## src/rtl/ihex_pkg.sv

```systemverilog
// Intel HEX parser package: parse phase codes, base mode codes, result word type
// and the ASCII hex digit decoder. No dependencies.
package ihex_pkg;

    localparam logic [2:0] PH_WAIT = 3'd0;
    localparam logic [2:0] PH_LEN  = 3'd1;
    localparam logic [2:0] PH_ADDR = 3'd2;
    localparam logic [2:0] PH_TYPE = 3'd3;
    localparam logic [2:0] PH_DATA = 3'd4;
    localparam logic [2:0] PH_CSUM = 3'd5;

    localparam logic [1:0] BASE_NONE    = 2'd0;
    localparam logic [1:0] BASE_LINEAR  = 2'd1;
    localparam logic [1:0] BASE_SEGMENT = 2'd2;

    localparam logic [7:0] REC_DATA    = 8'h00;
    localparam logic [7:0] REC_EOF     = 8'h01;
    localparam logic [7:0] REC_SEGMENT = 8'h02;
    localparam logic [7:0] REC_LINEAR  = 8'h04;

    localparam logic [7:0] CHAR_COLON = 8'h3A;

    typedef struct packed {
        logic        write_valid;
        logic [31:0] write_address;
        logic [7:0]  write_byte;
        logic        record_done;
        logic [7:0]  record_kind;
        logic        checksum_bad;
        logic        end_of_file;
    } ihex_result_t;

    function automatic logic [3:0] hex_digit(input logic [7:0] c);
        logic [3:0] d;
        d = 4'd0;
        if (c >= 8'h30 && c <= 8'h39)
        begin
            d = c[3:0];
        end
        else if ((c >= 8'h41 && c <= 8'h46) || (c >= 8'h61 && c <= 8'h66))
        begin
            d = 4'(c[2:0] + 3'd1) + 4'd8;
        end
        return d;
    endfunction

endpackage

```

## src/rtl/ihex_char_if.sv

```systemverilog
// Character channel: valid/ready handshake carrying one ASCII character per word.
// No dependencies.
interface ihex_char_if;
    logic       valid;
    logic       ready;
    logic [7:0] character;

    modport source (output valid, output character, input ready);
    modport sink (input valid, input character, output ready);
endinterface

```

## src/rtl/ihex_result_if.sv

```systemverilog
// Result channel: valid/ready handshake carrying one memory write or record status word.
// No dependencies.
interface ihex_result_if;
    logic        valid;
    logic        ready;
    logic        write_valid;
    logic [31:0] write_address;
    logic [7:0]  write_byte;
    logic        record_done;
    logic [7:0]  record_kind;
    logic        checksum_bad;
    logic        end_of_file;

    modport source (
        output valid, output write_valid, output write_address, output write_byte,
        output record_done, output record_kind, output checksum_bad, output end_of_file,
        input ready
    );
    modport sink (
        input valid, input write_valid, input write_address, input write_byte,
        input record_done, input record_kind, input checksum_bad, input end_of_file,
        output ready
    );
endinterface

```

## src/rtl/ihex_out_stage.sv

```systemverilog
// Result register of the Intel HEX parser: holds one result word until the sink takes it.
// Depends on ihex_pkg and ihex_result_if.
module ihex_out_stage (
    input  logic                 clk,
    input  logic                 rst_n,
    input  logic                 push,
    input  ihex_pkg::ihex_result_t data,
    output logic                 free,
    ihex_result_if.source        results
);

    logic                  valid_reg;
    ihex_pkg::ihex_result_t data_reg;

    assign free = !valid_reg || results.ready;

    always_ff @(posedge clk or negedge rst_n)
    begin
        if (!rst_n)
        begin
            valid_reg <= 1'b0;
        end
        else if (free)
        begin
            valid_reg <= push;
        end
    end

    always_ff @(posedge clk)
    begin
        if (push && free)
        begin
            data_reg <= data;
        end
    end

    assign results.valid         = valid_reg;
    assign results.write_valid   = data_reg.write_valid;
    assign results.write_address = data_reg.write_address;
    assign results.write_byte    = data_reg.write_byte;
    assign results.record_done   = data_reg.record_done;
    assign results.record_kind   = data_reg.record_kind;
    assign results.checksum_bad  = data_reg.checksum_bad;
    assign results.end_of_file   = data_reg.end_of_file;

endmodule

```

## src/rtl/intel_hex_record_parser_core.sv

```systemverilog
// Intel HEX record parser top level: character register, record decoder, result register.
// Depends on ihex_pkg, ihex_char_if, ihex_result_if and ihex_out_stage.
//
// Takes one ASCII character per word and sustains one word per clock cycle while
// the result path does not stall. A character is held in the character register,
// decoded between the character register and the result register, and its result
// is registered in the result register. Each data byte of a type-0 record yields a
// write word; each checksum byte yields a status word; a type-1 record ends
// parsing until reset. Input stalls only while a result word is pending and
// the sink holds off.
module intel_hex_record_parser_core (
    input  logic          clk,
    input  logic          rst_n,
    ihex_char_if.sink     chars,
    ihex_result_if.source results
);

    logic        s0_valid_reg;
    logic [7:0]  s0_char_reg;

    logic [2:0]  phase_reg,        phase_next;
    logic [2:0]  nibble_count_reg, nibble_count_next;
    logic [15:0] partial_reg,      partial_next;
    logic [7:0]  bytes_left_reg,   bytes_left_next;
    logic [15:0] offset_reg,       offset_next;
    logic [7:0]  rec_type_reg,     rec_type_next;
    logic [7:0]  sum_reg,          sum_next;
    logic [7:0]  index_reg,        index_next;
    logic [15:0] first_two_reg,    first_two_next;
    logic [1:0]  base_mode_reg,    base_mode_next;
    logic [15:0] segment_reg,      segment_next;
    logic [15:0] linear_reg,       linear_next;
    logic        finished_reg,     finished_next;

    logic [15:0] pv_shift;
    logic [2:0]  nc_inc;
    logic [7:0]  b;
    logic [31:0] base;
    logic        res_has;
    logic        out_free;
    logic        s0_adv;
    logic        s0_step;
    logic        res_push;
    ihex_pkg::ihex_result_t res;

    assign pv_shift = {partial_reg[11:0], ihex_pkg::hex_digit(s0_char_reg)};
    assign nc_inc   = nibble_count_reg + 3'd1;
    assign b        = pv_shift[7:0];

    always_comb
    begin
        unique case (base_mode_reg)
            ihex_pkg::BASE_LINEAR:  base = {linear_reg, 16'd0};
            ihex_pkg::BASE_SEGMENT: base = {12'd0, segment_reg, 4'd0};
            default:                base = 32'd0;
        endcase
    end

    always_comb
    begin
        phase_next        = phase_reg;
        nibble_count_next = nibble_count_reg;
        partial_next      = partial_reg;
        bytes_left_next   = bytes_left_reg;
        offset_next       = offset_reg;
        rec_type_next     = rec_type_reg;
        sum_next          = sum_reg;
        index_next        = index_reg;
        first_two_next    = first_two_reg;
        base_mode_next    = base_mode_reg;
        segment_next      = segment_reg;
        linear_next       = linear_reg;
        finished_next     = finished_reg;
        res               = '0;
        res_has           = 1'b0;

        if (!finished_reg)
        begin
            if (phase_reg == ihex_pkg::PH_WAIT || phase_reg > ihex_pkg::PH_CSUM)
            begin
                phase_next = ihex_pkg::PH_WAIT;
                if (s0_char_reg == ihex_pkg::CHAR_COLON)
                begin
                    sum_next          = 8'd0;
                    index_next        = 8'd0;
                    first_two_next    = 16'd0;
                    bytes_left_next   = 8'd0;
                    phase_next        = ihex_pkg::PH_LEN;
                    nibble_count_next = 3'd0;
                    partial_next      = 16'd0;
                end
            end
            else
            begin
                partial_next      = pv_shift;
                nibble_count_next = nc_inc;
                unique case (phase_reg)
                    ihex_pkg::PH_LEN:
                    begin
                        if (nc_inc == 3'd2)
                        begin
                            bytes_left_next   = b;
                            sum_next          = sum_reg + b;
                            phase_next        = ihex_pkg::PH_ADDR;
                            nibble_count_next = 3'd0;
                            partial_next      = 16'd0;
                        end
                    end
                    ihex_pkg::PH_ADDR:
                    begin
                        if (nc_inc == 3'd4)
                        begin
                            offset_next       = pv_shift;
                            sum_next          = sum_reg + b + pv_shift[15:8];
                            phase_next        = ihex_pkg::PH_TYPE;
                            nibble_count_next = 3'd0;
                            partial_next      = 16'd0;
                        end
                    end
                    ihex_pkg::PH_TYPE:
                    begin
                        if (nc_inc == 3'd2)
                        begin
                            rec_type_next     = b;
                            sum_next          = sum_reg + b;
                            phase_next        = (bytes_left_reg != 8'd0) ? ihex_pkg::PH_DATA
                                                                         : ihex_pkg::PH_CSUM;
                            nibble_count_next = 3'd0;
                            partial_next      = 16'd0;
                        end
                    end
                    ihex_pkg::PH_DATA:
                    begin
                        if (nc_inc == 3'd2)
                        begin
                            sum_next = sum_reg + b;
                            if (index_reg == 8'd0)
                            begin
                                first_two_next[15:8] = first_two_reg[15:8] | b;
                            end
                            else if (index_reg == 8'd1)
                            begin
                                first_two_next[7:0] = first_two_reg[7:0] | b;
                            end
                            if (rec_type_reg == ihex_pkg::REC_DATA)
                            begin
                                res.write_valid   = 1'b1;
                                res.write_address = base + {16'd0, offset_reg}
                                                    + {24'd0, index_reg};
                                res.write_byte    = b;
                                res_has           = 1'b1;
                            end
                            index_next        = index_reg + 8'd1;
                            bytes_left_next   = bytes_left_reg - 8'd1;
                            phase_next        = (bytes_left_reg == 8'd1) ? ihex_pkg::PH_CSUM
                                                                         : ihex_pkg::PH_DATA;
                            nibble_count_next = 3'd0;
                            partial_next      = 16'd0;
                        end
                    end
                    default:
                    begin
                        if (nc_inc == 3'd2)
                        begin
                            phase_next        = ihex_pkg::PH_WAIT;
                            nibble_count_next = 3'd0;
                            partial_next      = 16'd0;
                            res.record_done   = 1'b1;
                            res.record_kind   = rec_type_reg;
                            res_has           = 1'b1;
                            if (rec_type_reg == ihex_pkg::REC_EOF)
                            begin
                                finished_next   = 1'b1;
                                res.end_of_file = 1'b1;
                            end
                            else
                            begin
                                res.checksum_bad = ((8'd0 - sum_reg) != b);
                                if (rec_type_reg == ihex_pkg::REC_SEGMENT)
                                begin
                                    base_mode_next = ihex_pkg::BASE_SEGMENT;
                                    segment_next   = first_two_reg;
                                end
                                else if (rec_type_reg == ihex_pkg::REC_LINEAR)
                                begin
                                    base_mode_next = ihex_pkg::BASE_LINEAR;
                                    linear_next    = first_two_reg;
                                end
                            end
                        end
                    end
                endcase
            end
        end
    end

    assign s0_adv      = !res_has || out_free;
    assign s0_step     = s0_valid_reg && s0_adv;
    assign res_push    = s0_step && res_has;
    assign chars.ready = !s0_valid_reg || s0_adv;

    always_ff @(posedge clk or negedge rst_n)
    begin
        if (!rst_n)
        begin
            s0_valid_reg <= 1'b0;
        end
        else if (chars.ready)
        begin
            s0_valid_reg <= chars.valid;
        end
    end

    always_ff @(posedge clk)
    begin
        if (chars.valid && chars.ready)
        begin
            s0_char_reg <= chars.character;
        end
    end

    always_ff @(posedge clk or negedge rst_n)
    begin
        if (!rst_n)
        begin
            phase_reg        <= ihex_pkg::PH_WAIT;
            nibble_count_reg <= 3'd0;
            partial_reg      <= 16'd0;
            bytes_left_reg   <= 8'd0;
            offset_reg       <= 16'd0;
            rec_type_reg     <= 8'd0;
            sum_reg          <= 8'd0;
            index_reg        <= 8'd0;
            first_two_reg    <= 16'd0;
            base_mode_reg    <= ihex_pkg::BASE_NONE;
            segment_reg      <= 16'd0;
            linear_reg       <= 16'd0;
            finished_reg     <= 1'b0;
        end
        else if (s0_step)
        begin
            phase_reg        <= phase_next;
            nibble_count_reg <= nibble_count_next;
            partial_reg      <= partial_next;
            bytes_left_reg   <= bytes_left_next;
            offset_reg       <= offset_next;
            rec_type_reg     <= rec_type_next;
            sum_reg          <= sum_next;
            index_reg        <= index_next;
            first_two_reg    <= first_two_next;
            base_mode_reg    <= base_mode_next;
            segment_reg      <= segment_next;
            linear_reg       <= linear_next;
            finished_reg     <= finished_next;
        end
    end

    ihex_out_stage u_out_stage (
        .clk     (clk),
        .rst_n   (rst_n),
        .push    (res_push),
        .data    (res),
        .free    (out_free),
        .results (results)
    );

    a_finished_sticky: assert property (@(posedge clk) disable iff (!rst_n)
        finished_reg |=> finished_reg)
        else $error("end-of-file state cleared without reset");

    a_no_result_after_eof: assert property (@(posedge clk) disable iff (!rst_n)
        finished_reg |-> !res_push)
        else $error("result produced after end of file");

    a_one_kind: assert property (@(posedge clk) disable iff (!rst_n)
        res_push |-> (res.write_valid != res.record_done))
        else $error("result word is neither or both of write and status");

    a_nibble_range: assert property (@(posedge clk) disable iff (!rst_n)
        nibble_count_reg <= 3'd3)
        else $error("nibble count out of range");

    a_stall_holds_state: assert property (@(posedge clk) disable iff (!rst_n)
        (s0_valid_reg && !s0_adv) |=> $stable(phase_reg) && $stable(sum_reg))
        else $error("parser state moved while result path stalled");

endmodule
```

## src/flat_wrapper.sv

```systemverilog
// flat-port wrapper written by rule: the top's interface ports become plain ports
module intel_hex_record_parser_core_flat 
  (clk, rst_n, chars_valid, chars_character, chars_ready, results_valid, results_write_valid, results_write_address, results_write_byte, results_record_done, results_record_kind, results_checksum_bad, results_end_of_file, results_ready);
  ihex_char_if chars_i ();
  ihex_result_if results_i ();
  input  logic clk;
  input  logic rst_n;
  input wire logic [$bits(chars_i.valid)-1:0] chars_valid;
  input wire logic [$bits(chars_i.character)-1:0] chars_character;
  output wire logic [$bits(chars_i.ready)-1:0] chars_ready;
  output wire logic [$bits(results_i.valid)-1:0] results_valid;
  output wire logic [$bits(results_i.write_valid)-1:0] results_write_valid;
  output wire logic [$bits(results_i.write_address)-1:0] results_write_address;
  output wire logic [$bits(results_i.write_byte)-1:0] results_write_byte;
  output wire logic [$bits(results_i.record_done)-1:0] results_record_done;
  output wire logic [$bits(results_i.record_kind)-1:0] results_record_kind;
  output wire logic [$bits(results_i.checksum_bad)-1:0] results_checksum_bad;
  output wire logic [$bits(results_i.end_of_file)-1:0] results_end_of_file;
  input wire logic [$bits(results_i.ready)-1:0] results_ready;
  assign chars_i.valid = chars_valid;
  assign chars_i.character = chars_character;
  assign chars_ready = chars_i.ready;
  assign results_valid = results_i.valid;
  assign results_write_valid = results_i.write_valid;
  assign results_write_address = results_i.write_address;
  assign results_write_byte = results_i.write_byte;
  assign results_record_done = results_i.record_done;
  assign results_record_kind = results_i.record_kind;
  assign results_checksum_bad = results_i.checksum_bad;
  assign results_end_of_file = results_i.end_of_file;
  assign results_i.ready = results_ready;
  intel_hex_record_parser_core u_core (.clk(clk), .rst_n(rst_n), .chars(chars_i), .results(results_i));
endmodule
```

## config.mk

```make
export PLATFORM = sky130hd
export DESIGN_NAME = intel_hex_record_parser_core_flat
export DESIGN_NICKNAME = d
export VERILOG_FILES = /design/src/rtl/ihex_pkg.sv /design/src/rtl/ihex_char_if.sv /design/src/rtl/ihex_result_if.sv /design/src/rtl/ihex_out_stage.sv /design/src/rtl/intel_hex_record_parser_core.sv /design/src/flat_wrapper.sv
export SDC_FILE = /design/constraint.sdc
export NUM_CORES = 1
export LEC_CHECK = 0
export BUFFER_PORTS_ARGS = -buffer_cell sky130_fd_sc_hd__buf_2
export CAP_MARGIN = 25
export CORE_ASPECT_RATIO = 0.9
export CORE_MARGIN = 2
export CORE_UTILIZATION = 50
export DETAILED_ROUTE_END_ITERATION = 8
export HOLD_SLACK_MARGIN = 0.12
export PLACE_DENSITY = 0.77
export SYNTH_ARGS = -nofsm -noshare
export SYNTH_HDL_FRONTEND = slang
export SYNTH_SLANG_ARGS = --single-unit
```

## constraint.sdc

```tcl
create_clock -name clk -period 8.6 [get_ports clk]
set_input_delay 1.29 -clock clk [delete_from_list [all_inputs] [get_ports clk]]
set_output_delay 1.29 -clock clk [all_outputs]
set_load 0.02 [all_outputs]
```

==> flow_metrics.env, run 1 <==
export IMPL_layout_drive_gt1_share_pct=17.5
export IMPL_place_congestion=0.937
export IMPL_synth_edf_count=60
export IMPL_power_mw=1.71
export IMPL_cts_max_path_buffers=2
export IMPL_grt_pass1_vias=6910
export IMPL_slowest_stage="or3_1"
export IMPL_finalClockSkew_ns=0.0108
export IMPL_cap_viol_max_count=0
export IMPL_grt_max_degree=79
export IMPL_crit_arrival_ns=4.22
export IMPL_ys_dominant_reg_cell="dfrtp_1"
export IMPL_grt_use_total_pct=22.6
export IMPL_slew_viol_final=0
export IMPL_dieArea_um2=20600
export IMPL_vias=7206
export IMPL_ctsResizeCount=0
export IMPL_synth_top_area_share_pct=30.5
export IMPL_max_freq_mhz=181
export IMPL_seq_area_frac_synth_pct=49.0
export IMPL_synth_fp_nets=989
export IMPL_clk_transition_reported_paths_ns=0.07
export IMPL_synth_area_per_cell_um2=10.7
export IMPL_ys_ff_latch=179
export IMPL_critPathKind="reg -> out"
export IMPL_fin_crit_sh_pct=64.1
export IMPL_cts_sinks=179
export IMPL_setup_violations_final=0
export IMPL_power_density_nw_per_um2=156
export IMPL_maxSlewHeadroom_pct=32.0
export IMPL_rows=48
export IMPL_clock_latency_ns=0.43
export IMPL_hp_class="reg -> reg"
export IMPL_port_buffers=65
export IMPL_synth_cell_types=72
export IMPL_num_fill_cells=1568
export IMPL_drt_first_iter_violations=598
export IMPL_start_util_pct=50.9
export IMPL_root_buffer="clkbuf_16"
export IMPL_area_delta_synth_final_pct=12.3
export IMPL_status="complete, no violations"
export IMPL_ir_worst_vdd_mv=0.117
export IMPL_final_antenna_net_count=0
export IMPL_ys_warnings_count=0
export IMPL_worstPathCellList="nor2b_4 -> nor2b_1 -> nand3_1 -> or3_1 -> inv_2 -> nor2_1 -> nor3b_1 -> inv_1 -> buf_2"
export IMPL_core_area_um2=19200
export IMPL_routedWlPerCell_um=18.2
export IMPL_cts_tree="built"
export IMPL_hold_viol_final=0
export IMPL_yosysTopAreaCell="dfrtp_1"
export IMPL_drt_vias_per_instance=5.81
export IMPL_post_route_cell_area_um2=11000
export IMPL_largest_reg_flops=32
export IMPL_cp_end_kind="primary output"
export IMPL_synth_most_common_cell="dfrtp_1"
export IMPL_diodes=0
export IMPL_drc=0
export IMPL_critical_path_max_stage_delay_ns=0.77
export IMPL_grt_overflow=0
export IMPL_synthTopCellsByArea="dfrtp_1 31%, edfxtp_1 18%, ha_1 7.3%"
export IMPL_grt_pass1_wl_um=35800
export IMPL_synthCells=913
export IMPL_htree_levels=4
export IMPL_setup_slack_ns=3.09
export IMPL_period_needed_ns=5.51
export IMPL_post_dp_hpwl_um=15800
export IMPL_num_io_pins=66
export IMPL_yosys_top_cells_count="119 x dfrtp_1, 91 x nand2_1, 74 x nor2_1, 67 x o21ai_0, 60 x edfxtp_1"
export IMPL_post_cts_buffers=0
export IMPL_rsz0062_at_grt="false"
export IMPL_die_x_um=151
export IMPL_detailedPlace_worstSlack_ns=3.68
export IMPL_nets=1053
export IMPL_cp_max_fo=29
export IMPL_netlist_area_um2=9750
export IMPL_dpl_cell_area_um2=10300
export IMPL_leakage_nw=5.11
export IMPL_cp_required_ns=7.31
export IMPL_cts_buffers=17
export IMPL_tightest_slew_ns=1.02
export IMPL_die_height_um=136
export IMPL_cts_hold_buf=0
export IMPL_drt_pass1_iter_count=5
export IMPL_wl_um=22600
export IMPL_cp_start_kind="flop"
export IMPL_antenna_found_initial=0
export IMPL_async_reset_ff_share_pct=66.5
export IMPL_tns_ns=0
-- placed cells by master, fill, tap and decap left out, types with 9 or more instances in the layout --
cell	synthesis	layout
buf_2	7	64
mux2_2	49	49
inv_1	28	28
ha_1	57	57
a21o_1	11	11
xnor2_1	27	27
nand2_1	91	91
and2_1	29	29
xor2_1	19	19
o21ai_0	67	66
buf_4	0	9
edfxtp_1	60	60
nand2b_1	13	13
a22o_1	18	18
nor2_1	74	73
dfrtp_1	119	119
a21oi_1	35	35
nor3_1	23	23
nand3_1	15	15
clkbuf_16	0	18
mux2i_1	10	10
nand4_1	9	9
nor2b_1	13	13
-- worst paths after layout --
check | depth (start not counted) | slack [ns] | from | end
setup / recovery | 9 | 3.09 | u_core.phase_reg[2] | chars_ready
hold reg to reg | 1 | 0.50 | u_core.segment_reg[10] | u_core.segment_reg[10]
hold / removal | 1 | 0.50 | u_core.segment_reg[10] | u_core.segment_reg[10]
min in group asynchronous | 1 | 0.83 | rst_n | u_core.sum_reg[6]
max in group asynchronous | 3 | 6.81 | rst_n | u_core.linear_reg[13]
setup reg to reg | 14 | 3.85 | u_core.base_mode_reg[0] | u_core.u_out_stage.results.write_address[22]
-- critical path, delay by kind of cell, from the launching register on --
family	cells	cell delay, ns
and+or+nand+nor	6	2.48
DFF	1	0.63
buffers and inverters	3	0.68
-- per-layer routing --
metal | GRT usage (%) | wire length [um]
met5 | 0 | 0
met4 | 8.31 | 425
met3 | 3.52 | 1200
met2 | 35.2 | 10500
met1 | 32.0 | 10500
-- where the power goes --
part	leakage, nW	switching (mW)	internal (mW)	total [mW]
clock	0.292	0.341	0.448	0.789
sequential	2.30	0.00298	0.880	0.883
combinational	2.52	0.0226	0.0105	0.0331
-- layout make-up --
type / instances / area (um2) / area share, %
Multi-Input combinational cell: 674 / 4720 / 43.1
Clock inverter: 14 / 149 / 1.36
Timing Repair Buffer: 75 / 427 / 3.89
Tap cell: 250 / 313 / 2.86
Sequential cell: 179 / 4780 / 43.6
Inverter: 30 / 113 / 1.03
Clock buffer: 18 / 450 / 4.11
-- through the flow --
stage / util (%) / std cells / hold slack, ns
after floorplan: - / 913 / 0.460
after global placement: 53.8 / 1205 / 0.481
after detailed placement: 53.9 / 1206 / 0.490
after CTS: 57.0 / 1238 / 0.504
after global routing: 57.2 / 1240 / 0.515
final: 57.2 / 1240 / 0.499
-- cell families after synthesis --
group                    after synthesis  share of synthesized area [%]
buffers and inverters                 60                           2.62
AND/OR/NAND/NOR                      314                           16.3
XOR/XNOR                              46                           4.13
multiplexers                          59                           6.69
flip-flops                           179                           49.0
AO/OA/AOI/OAI                        190                           12.4
adder cells (fa/ha/maj)               65                           8.85
No activity file was read; power rests on OpenSTA's default activity.
==> run 2, diff against run 1 <==
- clock period: 8.6 -> 5.15 ns (I/O delays scaled with it)
==> run 2 against run 1 <==
  * Non-clock buffer count rose by 3
  * Critical endpoint is now u_core.sum_reg[7]
  * Sequential power increased by 66%
  * Routed wire length fell by 1.9%
  * First-iteration DRC count is 14% higher
  * Critical path type is now reg -> reg
  * Clock power is 56% higher
==> flow_metrics.env, run 2 (synthesis gave the netlist of run 1 again) <==
export IMPL_clock_latency_ns=0.43
export IMPL_leakage_nw=5.12
export IMPL_grt_pass1_wl_um=35800
export IMPL_die_x_um=151
export IMPL_cts_sinks=179
export IMPL_ir_worst_vdd_mv=0.166
export IMPL_hp_class="reg -> reg"
export IMPL_vias=7246
export IMPL_layout_common_cells="119 x dfrtp_1, 91 x nand2_1, 73 x nor2_1"
export IMPL_finalClockSkew_ns=0.00931
export IMPL_wl_um=22200
export IMPL_grt_use_total_pct=22.5
export IMPL_drc=0
export IMPL_post_dp_hpwl_um=15800
export IMPL_period_needed_ns=4.62
export IMPL_cp_required_ns=5.47
export IMPL_crit_arrival_ns=4.94
export IMPL_cap_viol_max_count=0
export IMPL_slew_viol_final=0
export IMPL_num_fill_cells=1557
export IMPL_rsz0062_at_grt="false"
export IMPL_grt_max_degree=77
export IMPL_power_density_nw_per_um2=253
export IMPL_clk_transition_reported_paths_ns=0.07
export IMPL_htree_levels=4
export IMPL_maxSlewHeadroom_pct=36.5
export IMPL_port_buffers=65
export IMPL_drt_pass1_iter_count=7
export IMPL_ctsResizeCount=0
export IMPL_detailedPlace_worstSlack_ns=0.611
export IMPL_layout_commonest_cell="dfrtp_1"
export IMPL_hold_viol_final=0
export IMPL_critical_path_max_stage_delay_ns=0.55
export IMPL_routedWlPerCell_um=17.8
export IMPL_setup_violations_final=0
export IMPL_drt_first_iter_violations=682
export IMPL_critPathKind="reg -> reg"
export IMPL_cp_top_family="compound AO/OA/AOI/OAI gates"
export IMPL_worstPathCellList="or4b_1 -> a311oi_1 -> nor2b_1 -> o21ai_0 -> o21a_1 -> inv_1 -> ha_1 -> nor2b_1 -> a311o_1 -> xor2_1 -> ha_1 -> o21ai_0 -> nand2b_1 -> a31oi_1 -> xnor2_1 -> nand2_1 -> xnor2_1 -> nor2_1 -> a2bb2oi_1"
export IMPL_cp_max_fo=4
export IMPL_core_area_um2=19200
export IMPL_layout_drive_gt1_share_pct=17.7
export IMPL_area_delta_synth_final_pct=12.2
export IMPL_worst_path_buf_inv=1
export IMPL_grt_overflow=0
export IMPL_largest_reg_flops=32
export IMPL_cp_end_kind="flop"
export IMPL_cts_buffers=17
export IMPL_diodes=0
export IMPL_fin_crit_sh_pct=89.7
export IMPL_dieArea_um2=20600
export IMPL_tightest_slew_ns=0.949
export IMPL_slowest_stage="or4b_1"
export IMPL_drt_vias_per_instance=5.83
export IMPL_tns_ns=0
export IMPL_root_buffer="clkbuf_16"
export IMPL_setup_slack_ns=0.532
export IMPL_cts_max_path_buffers=2
export IMPL_grt_pass1_vias=7010
export IMPL_num_io_pins=66
export IMPL_final_antenna_net_count=0
export IMPL_antenna_found_initial=0
export IMPL_rows=48
export IMPL_cp_start_kind="flop"
export IMPL_nets=1056
export IMPL_die_height_um=136
export IMPL_status="complete, no violations"
export IMPL_max_freq_mhz=217
export IMPL_start_util_pct=50.9
export IMPL_place_congestion=0.894
export IMPL_cts_tree="built"
==> run 2: changes by cell type in the layout (fill, tap and decap cells not counted), sizes merged <==
cell,before,now
clkinvlp,2,3
bufinv,2,0
inv,33,38
buf,75,77
clkinv,7,3
dlygate4sd3,0,1
==> run 2: worst paths after layout <==
kind	to	slack, ns	depth (start not counted)	start
max in group asynchronous	u_core.linear_reg[6]	3.33	4	rst_n
min in group asynchronous	u_core.bytes_left_reg[7]	0.67	2	rst_n
max	u_core.sum_reg[7]	0.53	19	u_core.s0_char_reg[3]
min	u_core.segment_reg[2]	0.50	1	u_core.segment_reg[2]
max reg2reg	u_core.sum_reg[7]	0.53	19	u_core.s0_char_reg[3]
min reg2reg	u_core.segment_reg[2]	0.50	1	u_core.segment_reg[2]
==> run 2: area by class of cell <==
class	instances	area (um2)	area share [%]
flip-flops and latches	179	4780	43.7
multi-input cells	674	4730	43.2
repair buffers	78	452	4.13
clock buffers	18	439	4.01
well taps	250	313	2.86
clock inverters	14	119	1.09
inverters	30	113	1.03
==> run 2: repair_timing <==
| item | CTS | global route |
|---|---|---|
| endpoints found under the setup margin | 0 | 0 |
| hold buffers | 0 | 1 |
| endpoints found under the hold margin | 0 | 2 |
| buffers inserted | 0 | 0 |
==> run 2: metrics by stage <==
| step | hold slack (ns) | util [%] | cells | power (mW) | instance area, um2 |
|---|---|---|---|---|---|
| after floorplan | 0.460 | - | 913 | 1.52 | 9750 |
| after global placement | 0.487 | 53.9 | 1207 | 1.56 | 10300 |
| after detailed placement | 0.486 | 53.9 | 1207 | 1.56 | 10300 |
| after CTS | 0.502 | 56.8 | 1239 | 2.78 | 10900 |
| after global routing | 0.502 | 57.1 | 1243 | 2.84 | 10900 |
| final | 0.501 | 57.1 | 1243 | 2.76 | 10900 |
==> run 2: metal layers <==
metal,global-route usage [%],up-vias,wire length [um]
met2,34.7,259,10100
met4,8.67,0,595
met1,31.6,3528,10200
met5,0,-,0
met3,4.26,51,1300
li1,-,3408,-
==> run 2: report_power, final <==
part | switching (mW) | leakage (nW) | internal, mW
clock network | 0.586 | 0.270 | 0.647
registers | 0.00453 | 2.30 | 1.47
logic | 0.0377 | 2.55 | 0.0187
==> run 3, diff against run 2 <==
- PLACE_DENSITY: 0.77 -> not set
- PLACE_DENSITY_LB_ADDON: not set -> 0.3
==> run 3 against run 2 <==
  * Clock skew up 0.0054 ns
  * First-iteration DRC count fell by 21%
  * Core utilization fell by 0.17 points
  * Total power up 1.1%
  * Final cell count decreased by 0.16%
  * Register-to-register slack about the same
  * Largest cell class unchanged
  * Die area unchanged
  * Cell area decreased by 0.30%
  * Routed wire length up 0.68%
==> flow_metrics.env, run 3 (synthesis gave the netlist of run 1 again) <==
export IMPL_status="complete, no violations"
export IMPL_cp_max_fo=7
export IMPL_crit_arrival_ns=4.96
export IMPL_period_needed_ns=4.63
export IMPL_root_buffer="clkbuf_16"
export IMPL_worst_path_stages=19
export IMPL_clock_latency_ns=0.44
export IMPL_slowest_stage="or4b_1"
export IMPL_largest_reg_flops=32
export IMPL_grt_use_total_pct=23.0
export IMPL_startpoint="u_core.s0_char_reg[3]"
export IMPL_grt_pass1_wl_um=36300
export IMPL_cts_buffers=17
export IMPL_ir_worst_vdd_mv=0.169
export IMPL_core_area_um2=19200
export IMPL_hp_class="in -> async"
export IMPL_r2r_end="u_core.sum_reg[7]"
export IMPL_grt_overflow=0
export IMPL_endpoint="u_core.sum_reg[7]"
export IMPL_num_fill_cells=1590
export IMPL_cts_sinks=179
export IMPL_r2r_start="u_core.s0_char_reg[3]"
export IMPL_area_delta_synth_final_pct=11.9
export IMPL_wl_um=22300
export IMPL_port_buffers=65
export IMPL_cts_hold_buf=0
export IMPL_max_freq_mhz=216
export IMPL_maxSlewHeadroom_pct=37.2
export IMPL_multi_input_area_um2=4730
export IMPL_register_area_um2=4780
export IMPL_place_congestion=0.878
export IMPL_ctsResizeCount=0
export IMPL_clk_transition_reported_paths_ns=0.07
export IMPL_fin_crit_sh_pct=89.9
export IMPL_die_x_um=151
export IMPL_cts_tree="built"
export IMPL_rsz0062_at_grt="false"
export IMPL_cts_max_path_buffers=2
export IMPL_num_io_pins=66
export IMPL_cp_end_kind="flop"
export IMPL_power_mw=2.80
export IMPL_vias=7161
export IMPL_drt_pass1_iter_count=5
export IMPL_cap_viol_max_count=0
export IMPL_tightest_slew_ns=0.939
export IMPL_tns_ns=0
export IMPL_post_cts_buffers=0
export IMPL_leakage_nw=5.11
export IMPL_critical_path_max_stage_delay_ns=0.56
export IMPL_htree_levels=4
export IMPL_rows=48
export IMPL_layout_commonest_cell="dfrtp_1"
export IMPL_worst_path_buf_inv=1
export IMPL_setup_violations_final=0
export IMPL_regToRegSetupSlack_ns=0.52
export IMPL_drt_first_iter_violations=542
export IMPL_worstPathCellList="or4b_1 -> a311oi_1 -> nor2b_1 -> o21ai_0 -> o21a_1 -> inv_1 -> ha_1 -> nor2b_1 -> a311o_1 -> xor2_1 -> ha_1 -> o21ai_0 -> nand2b_1 -> a31oi_1 -> xnor2_1 -> nand2_1 -> xnor2_1 -> nor2_1 -> a2bb2oi_1"
export IMPL_rr_worst_depth=19
export IMPL_cp_required_ns=5.48
export IMPL_critPathKind="reg -> reg"
export IMPL_final_antenna_net_count=0
export IMPL_post_dp_hpwl_um=16100
export IMPL_power_density_nw_per_um2=256
export IMPL_finalClockSkew_ns=0.0148
export IMPL_grt_pass1_vias=6833
export IMPL_cp_start_kind="flop"
export IMPL_layout_common_cells="119 x dfrtp_1, 91 x nand2_1, 73 x nor2_1"
export IMPL_routedWlPerCell_um=18.0
export IMPL_start_util_pct=50.9
export IMPL_drc=0
export IMPL_cp_top_family="compound AO/OA/AOI/OAI gates"
export IMPL_nets=1053
export IMPL_slew_viol_final=0
export IMPL_antenna_found_initial=0
export IMPL_grt_max_degree=65
export IMPL_dieArea_um2=20600
export IMPL_layout_drive_gt1_share_pct=17.4
export IMPL_hold_viol_final=0
export IMPL_drt_vias_per_instance=5.77
export IMPL_die_height_um=136
[run 3: where the power goes]
group | switching, mW | internal (mW)
Clock | 0.565 | 0.703
Sequential | 0.00457 | 1.47
Combinational | 0.0371 | 0.0153
Total | 0.607 | 2.19
[run 3: layout make-up]
| class | instances | area share [%] |
|---|---|---|
| inverters | 30 | 1.03 |
| diodes | 1 | 0.0229 |
| flip-flops and latches | 179 | 43.8 |
| clock inverters | 10 | 0.917 |
| clock buffers | 22 | 4.29 |
| multi-input cells | 674 | 43.3 |
| repair buffers | 75 | 3.73 |
| well taps | 250 | 2.87 |
[run 3: metrics by stage]
step | hold WS (ns) | utilization [%] | setup WS [ns] | cells | area, um2
after floorplan | 0.460 | - | 0.796 | 913 | 9750
after global placement | 0.482 | 53.9 | 0.674 | 1206 | 10300
after detailed placement | 0.488 | 53.9 | 0.537 | 1206 | 10300
after CTS | 0.412 | 56.8 | 0.516 | 1238 | 10900
after global routing | 0.457 | 56.9 | 0.0912 | 1240 | 10900
final | 0.393 | 57.0 | 0.520 | 1241 | 10900
[run 3: worst min path at each step]
stage	from	endpoint	slack (ns)	depth (start not counted)
finish	rst_n	u_core.bytes_left_reg[6]	0.39	1
global route	rst_n	u_core.bytes_left_reg[5]	0.46	1
CTS	rst_n	u_core.bytes_left_reg[5]	0.41	1
detailed placement	u_core.segment_reg[2]	u_core.segment_reg[2]	0.49	1
global placement	u_core.segment_reg[2]	u_core.segment_reg[2]	0.48	1
floorplan	u_core.first_two_reg[0]	u_core.first_two_reg[0]	0.46	2
[run 3: routing by layer]
layer | vias up | GRT usage [%] | share of wire (%)
met4 | 0 | 6.07 | 1.1
met2 | 218 | 35.7 | 46
met5 | - | 0 | 0
met1 | 3511 | 33.1 | 47
li1 | 3408 | - | -
met3 | 24 | 4.46 | 5.6
